--- src/bpcu_pkg.sv ---
package bpcu_pkg;

    localparam int unsigned DATA_W  = 32;
    localparam int unsigned UT_W    = 16;
    localparam int unsigned UP_W    = 19;
    localparam int unsigned CFG_W   = 48;
    localparam int unsigned CFG_IDX_W = 3;

    localparam logic [DATA_W-1:0] B6_OFFSET = 32'd4000;
    localparam logic [DATA_W-1:0] P_C1      = 32'd3038;
    localparam logic [DATA_W-1:0] P_C2      = 32'hFFFF_E343;   // -7357
    localparam logic [DATA_W-1:0] P_C3      = 32'd3791;
    localparam logic [DATA_W-1:0] P_SCALE   = 32'd50000;
    localparam logic [DATA_W-1:0] B4_OFFSET = 32'd32768;

    typedef enum logic [CFG_IDX_W-1:0] {
        CFG_CAL_A = 3'd0,
        CFG_CAL_B = 3'd1,
        CFG_CAL_C = 3'd2,
        CFG_CAL_D = 3'd3,
        CFG_OSS   = 3'd4
    } t_cfg_idx;

    // carried beside the temperature divide
    typedef struct packed {
        logic [DATA_W-1:0] x1;
        logic [UP_W-1:0]   up;
        logic              neg;
        logic              dz;
    } t_div1_side;

    // carried beside the pressure divide
    typedef struct packed {
        logic [DATA_W-1:0] t;
        logic              big;
        logic              err;
    } t_div2_side;

    function automatic logic [DATA_W-1:0] f_asr(logic [DATA_W-1:0] v, int unsigned s);
        return DATA_W'($signed(v) >>> s);
    endfunction

    function automatic logic [DATA_W-1:0] f_sx16(logic [15:0] v);
        return {{(DATA_W-16){v[15]}}, v};
    endfunction

endpackage

--- src/bpcu_div.sv ---
module bpcu_div
    import bpcu_pkg::*;
#(
    parameter int unsigned WIDTH  = DATA_W,
    parameter int unsigned SIDE_W = 1
) (
    input  logic              i_clk,
    input  logic              i_rst_n,
    input  logic              i_en,
    input  logic              i_valid,
    input  logic [WIDTH-1:0]  i_num,
    input  logic [WIDTH-1:0]  i_den,
    input  logic [SIDE_W-1:0] i_side,
    output logic              o_valid,
    output logic [WIDTH-1:0]  o_quo,
    output logic [SIDE_W-1:0] o_side
);

    // one quotient bit per stage, restoring
    logic [WIDTH-1:0]  w_rem  [WIDTH+1];
    logic [WIDTH-1:0]  w_num  [WIDTH+1];
    logic [WIDTH-1:0]  w_quo  [WIDTH+1];
    logic [WIDTH-1:0]  w_den  [WIDTH+1];
    logic [SIDE_W-1:0] w_side [WIDTH+1];
    logic              w_vld  [WIDTH+1];

    assign w_rem[0]  = '0;
    assign w_num[0]  = i_num;
    assign w_quo[0]  = '0;
    assign w_den[0]  = i_den;
    assign w_side[0] = i_side;
    assign w_vld[0]  = i_valid;

    for (genvar g = 0; g < WIDTH; g++) begin : g_stage
        logic [WIDTH:0]    w_shift;
        logic [WIDTH:0]    w_diff;
        logic              w_fits;
        logic [WIDTH-1:0]  r_rem;
        logic [WIDTH-1:0]  r_num;
        logic [WIDTH-1:0]  r_quo;
        logic [WIDTH-1:0]  r_den;
        logic [SIDE_W-1:0] r_side;
        logic              r_vld;

        always_comb begin
            w_shift = {w_rem[g], w_num[g][WIDTH-1]};
            w_diff  = w_shift - {1'b0, w_den[g]};
            w_fits  = w_shift >= {1'b0, w_den[g]};
        end

        always_ff @(posedge i_clk) begin
            if (!i_rst_n) begin
                r_vld <= 1'b0;
            end else if (i_en) begin
                r_vld <= w_vld[g];
            end
        end

        always_ff @(posedge i_clk) begin
            if (i_en) begin
                r_rem  <= w_fits ? w_diff[WIDTH-1:0] : w_shift[WIDTH-1:0];
                r_num  <= {w_num[g][WIDTH-2:0], 1'b0};
                r_quo  <= {w_quo[g][WIDTH-2:0], w_fits};
                r_den  <= w_den[g];
                r_side <= w_side[g];
            end
        end

        assign w_rem[g+1]  = r_rem;
        assign w_num[g+1]  = r_num;
        assign w_quo[g+1]  = r_quo;
        assign w_den[g+1]  = r_den;
        assign w_side[g+1] = r_side;
        assign w_vld[g+1]  = r_vld;
    end

    assign o_valid = w_vld[WIDTH];
    assign o_quo   = w_quo[WIDTH];
    assign o_side  = w_side[WIDTH];

endmodule

--- config.mk ---
export PLATFORM = sky130hd
export DESIGN_NAME = bpcu_div
export DESIGN_NICKNAME = d
export VERILOG_FILES = /design/src/bpcu_pkg.sv /design/src/bpcu_div.sv
export SDC_FILE = /design/constraint.sdc
export NUM_CORES = 2
export LEC_CHECK = 0
export BUFFER_PORTS_ARGS = -buffer_cell sky130_fd_sc_hd__buf_2
export CORE_UTILIZATION = 50
export CTS_CLUSTER_SIZE = 24
export DETAILED_ROUTE_END_ITERATION = 8
export MAX_ROUTING_LAYER = met4
export PLACE_DENSITY = 0.65
export SYNTH_ARGS = -nofsm -noshare
export SYNTH_HDL_FRONTEND = slang
export SYNTH_SLANG_ARGS = --single-unit
--- constraint.sdc ---
create_clock -name i_clk -period 3.4 [get_ports i_clk]
set_input_delay 0.51 -clock i_clk [delete_from_list [all_inputs] [get_ports i_clk]]
set_output_delay 0.51 -clock i_clk [all_outputs]
set_load 0.1 [all_outputs]
=== Yosys cells after proc, flatten, opt, wreduce, memory -nomap -nowiden ===
Index checks and enable logic that the tools add are counted.

* Register bits: 3,072
* Output and inout bits: 34
* Logic and storage cells: 284

* Add/subtract/negate cells: 31
* $lt $le $gt $ge: 32
* Mux-type cells: 31

{| class="wikitable"
|+ Operators with widths
! kind !! count
|-
| greater-or-equal comparator 33 x 32 -> 1 bit || 31
|-
| two-way mux 32 bit || 30
|-
| subtractor 32 bit || 30
|-
| greater-or-equal comparator 1 x 32 -> 1 bit || 1
|-
| subtractor 1 x 32 -> 32 bit || 1
|-
| two-way mux 1 bit || 1
|}

=== Depth between registers and ports, before layout ===
* Word-level depth: 2
* Depth in mapped cells: 15
* Depth with buffers taken out: 13

=== Worst setup path before layout ===
Ideal clock, no wire load.

* Kind: register to register
* Start: reg g_stage[22].r_den[1]
* End: reg g_stage[23].r_rem[10], data pin
* Library setup time: 0.260 ns
* Arrival time: 3.104 ns
* Required time: 3.140 ns
* Path slack: 0.037 ns
* Cell stages (with the launch flop): 15
* Path through: edfxtp_1 inv_1 ha_1 nor2b_1 o31a_1 o31ai_2 o21ai_1 a21oi_1 o21bai_1 and4_1 nor4_2 o21a_1 buf_2 buf_4 mux2_2

* Longest elaborated chain between the ends: 2
* Elaborated cells between the ends (all ways): 3

{| class="wikitable"
|+ RTL lines
! what !! line !! RTL
|-
| start: declaration || bpcu_div.sv:41 || <nowiki>logic [WIDTH-1:0] r_den;</nowiki>
|-
| start signal: assignment || bpcu_div.sv:64 || <nowiki>r_den <= w_den[g];</nowiki>
|-
| subtractor 32 bit or greater-or-equal comparator 33 x 32 -> 1 bit (tied branches) || bpcu_div.sv:47, bpcu_div.sv:48 ||
|-
| two-way mux 32 bit (*) || bpcu_div.sv:61 || <nowiki>r_rem <= w_fits ? w_diff[WIDTH-1:0] : w_shift[WIDTH-1:0];</nowiki>
|-
| end signal: assignment || bpcu_div.sv:61 ||
|-
| end: declaration || bpcu_div.sv:38 || <nowiki>logic [WIDTH-1:0] r_rem;</nowiki>
|}

Mark *: on every way between the ends. The rest lies on a longest branch, timed or not.
A chain may end at the register's enable or synchronous reset.

=== Worst setup path after layout ===
* Start: reg g_stage[22].r_rem[0]
* End: reg g_stage[23].r_rem[29], data pin

* Longest elaborated chain between the ends: 2
* Elaborated cells between the ends (all ways): 3

{| class="wikitable"
|+ RTL lines
! what !! line
|-
| start: declaration || bpcu_div.sv:38
|-
| start signal: assignment || bpcu_div.sv:61
|-
| subtractor 32 bit or greater-or-equal comparator 33 x 32 -> 1 bit (tied branches) || bpcu_div.sv:47, bpcu_div.sv:48
|-
| two-way mux 32 bit (*) || bpcu_div.sv:61
|}

Marked as above.

==> impl_metrics.toml <==
[timing]
tightest_slew_ns = 0.9123
drv_slew = 0
hold_violations = 0
period_share_pct = 100.4
relSlewSlack_pct = 39.18
whs_ns = 0.1505
max_freq_mhz = 292.9
setup_viol = 2
fin_skew_ns = 0.04857
final.setup.worst_slack_ns = -0.01405
min_period_ns = 3.414
rsz0062_at_grt = "true"
fin_setup_tns_ns = -0.02668

[logic_synthesis]
synthFlopType = "edfxtp_1"
synth_top_family_by_area = "compound AO/OA/AOI/OAI gates"
ys_seq_elements = 3072
syn_inst = 12520
synth_xor_xnor_area_share_pct = 4.510
syn_area_per_cell_sq_um = 12.46
synthAdderAreaFrac_pct = 8.360
synth-simple-area-share_pct = 7.360
netlist_area_sq_mm = 0.1560
synth_mux_area_share_pct = 4.528
synth_top_area_share_pct = 58.53
yosys.cell_types.count = 98
synth_compound_area_share_pct = 12.52
yosysWarnings = 0
async_reset_ff_share_pct = 0
synth_edf_count = 3040
synth_area_leader_cell = "edfxtp_1"
seq_area_frac_synth_pct = 58.94
synthesis.nets = 13610
synth_area_leaders = "edfxtp_1 (59%), ha_1 (8.0%), mux2_2 (3.9%)"

[cts]
tritoncts = "built"
cts_buffer_depth = 4
insertion_delay_ns = 0.94
htreeDepth = 5
root_buffer = "clkbuf_16"
clkTransAtPathRegs_ns = 0.06
clkSinkCount = 3072
cts_made_buffers = 336

[cells_and_area]
stdcell_area_sq_mm = 0.1878
nets = 15210
drive_above_1_share_pct = 20.99
final_core_util_pct = 60.64
syn2layout_area_growth_pct = 20.39

[power_and_ir_drop]
powerDensity_mw_per_mm2 = 976.7
ir_worst_vdd_mv = 0.6154
p_leak_nw = 77.10
total_power_mw = 183.4

[run]
maxCapViolCount = 0

[detailed_routing]
drc = 1
vias = 102400
avgViaCountPerCell = 5.529
drtPass1Iterations = 8
drtAntennaViolNets = 0
initialDrtViolationCount = 7235
drt-total-wl_mm = 384.4
wire_per_inst_microns = 20.76

[die]
dieArea_sq_mm = 0.3142
num_rows = 204
die_w_microns = 560.5
initial_core_util_pct = 50.37
coreArea_sq_mm = 0.3096
die_y_microns = 560.5
pin_count = 103

[setup_path]
cp.arrival_ns = 4.06
startpoint = "g_stage[22].r_rem[0]$_DFFE_PP_"
critPathLaunchType = "register"
path_class = "reg2reg"
required_ns = 4.05
path_max_fanout = 4
timing.rr.start = "g_stage[22].r_rem[0]$_DFFE_PP_"
cp-end-kind = "register"

[hold_path]
min_path_type = "in2reg"
holdCritStartpoint = "i_en"

[global_route]
antenna_found_initial = 2
grt.overflow.total = 0
grt_max_degree = 98
grt.total_usage_pct = 24.22
grt_pass1_wl_mm = 578.9
grt_pass1_vias = 101500

[placement]
port_buffers = 102
placed_area_sq_mm = 0.1701
gp_congestion = 0.9335
hpwlAfterDp_mm = 282.1

[status]
status = "complete, but fails checks"
violations = "DRC, setup timing"
-- layout make-up --
type | count | area [sq um]
Fill cell | 24260 | 121800
Sequential cell | 3072 | 91930
Multi-Input combinational cell | 7911 | 61270
Timing Repair Buffer | 1537 | 13340
Clock buffer | 385 | 8613
Tap cell | 4120 | 5155
Inverter | 1259 | 4741
Clock inverter | 230 | 2709
Antenna cell | 5 | 12.51
-- critical path, stage by stage (launching register included) --
cell and delay, ns:
edfxtp_1 0.40, ha_1 0.32, nor2b_4 0.14, o31a_1 0.27, buf_4 0.15, o31a_1 0.30, o31a_1 0.35, a221o_1 0.32
a21o_1 0.20, a31oi_2 0.19, o21ai_2 0.08, xor2_1 0.15, mux2_2 0.27
-- cells by family (layout without fill, tap and decap cells) --
group / Yosys count / count (layout)
muxes: 635 / 635
other: 0 / 5
DFF: 3072 / 3072
and+or+nand+nor: 2406 / 2406
adders and majority gates: 1024 / 1024
AOI/OAI and AO/OA: 3043 / 3043
xor gates and xnor gates: 803 / 803
buffers and inverters: 1537 / 3411
-- sequential cells by signal, summed over array words and instances (netlist names) --
| name | count |
|---|---|
| o_side | 1 |
| g_stage.r_quo | 496 |
| o_valid | 1 |
| o_quo | 32 |
| g_stage.r_vld | 31 |
| g_stage.r_den | 992 |
| g_stage.r_rem | 992 |
| g_stage.r_side | 31 |
| g_stage.r_num | 496 |
-- Yosys cell counts, drive strengths merged (19+ instances only) --
| library cell | instances |
|---|---|
| a2111oi | 23 |
| a211o | 19 |
| a211oi | 75 |
| a21boi | 50 |
| a21o | 544 |
| a21oi | 894 |
| a221oi | 25 |
| a31oi | 108 |
| a41oi | 27 |
| and2 | 43 |
| and3 | 101 |
| and4 | 21 |
| buf | 80 |
| clkbuf | 198 |
| dfxtp | 32 |
| edfxtp | 3040 |
| fa | 30 |
| ha | 994 |
| inv | 1259 |
| mux2 | 549 |
| mux2i | 86 |
| nand2 | 732 |
| nand2b | 119 |
| nand3 | 186 |
| nand4 | 155 |
| nor2 | 596 |
| nor2b | 152 |
| nor3 | 140 |
| nor4 | 51 |
| o211ai | 59 |
| o21a | 128 |
| o21ai | 647 |
| o21bai | 132 |
| o31a | 35 |
| o31ai | 70 |
| o41ai | 22 |
| or2 | 25 |
| or3 | 32 |
| xnor2 | 495 |
| xor2 | 308 |
-- cell usage in the layout (no fill, tap or decap), types with 90 or more instances in the layout --
cell	synthesis	final
a21oi_1	893	831
nand2b_1	119	117
buf_2	60	101
nor2b_1	152	129
o21ai_0	620	538
nand3_1	186	183
o21bai_1	132	121
xnor2_1	495	495
nand4_1	155	155
buf_4	3	1218
nor3_1	140	132
a21o_1	544	542
nand2_1	732	724
xor2_1	308	308
and3_1	101	95
mux2_2	543	446
a31oi_1	106	92
buf_12	0	90
edfxtp_1	3040	3040
inv_1	1259	1245
clkbuf_16	0	366
mux2_4	5	103
ha_1	994	935
o21a_1	128	126
nor2_1	596	580
-- metal layers --
layer	vias up	part of all wire, %	GRT usage, %
li1	49670	-	-
met1	49850	42	30.06
met2	2185	51	42.18
met3	688	3.6	2.201
met4	0	3.1	6.968
met5	-	0	-
-- timing repair --
action,4_1_cts,5_1_grt
cloned,7,31
pin swaps,68,228
hold buffers,68,0
gates resized for setup,158,583
buffers inserted,56,146
setup endpoints to repair,569,774
hold endpoints to repair,97,0
-- where the power goes --
part | switching, mW | total (mW) | internal, mW
Clock | 15.5 | 37.2 | 21.6
Combinational | 44.0 | 86.1 | 42.1
Sequential | 6.05 | 60.2 | 54.1
Total | 65.6 | 183 | 118
-- final timing paths --
path                                endpoint  slack (ns)  depth (start not counted)
max          g_stage[23].r_rem[29]$_DFFE_PP_       -0.01                         12
min            g_stage[3].r_vld$_SDFFE_PN0P_        0.15                          3
max reg2reg  g_stage[23].r_rem[29]$_DFFE_PP_       -0.01                         12
min reg2reg   g_stage[6].r_num[19]$_DFFE_PP_        0.40                          0
-- per-stage QoR --
stage	cells	setup WS, ns
detailed placement	17600	-0.3329
CTS	18340	-0.01016
global route	18520	-0.1177
floorplan	12520	0.03663
global placement	17600	-0.3034
finish	18520	-0.01405
No activity file was read; power rests on OpenSTA's default activity.
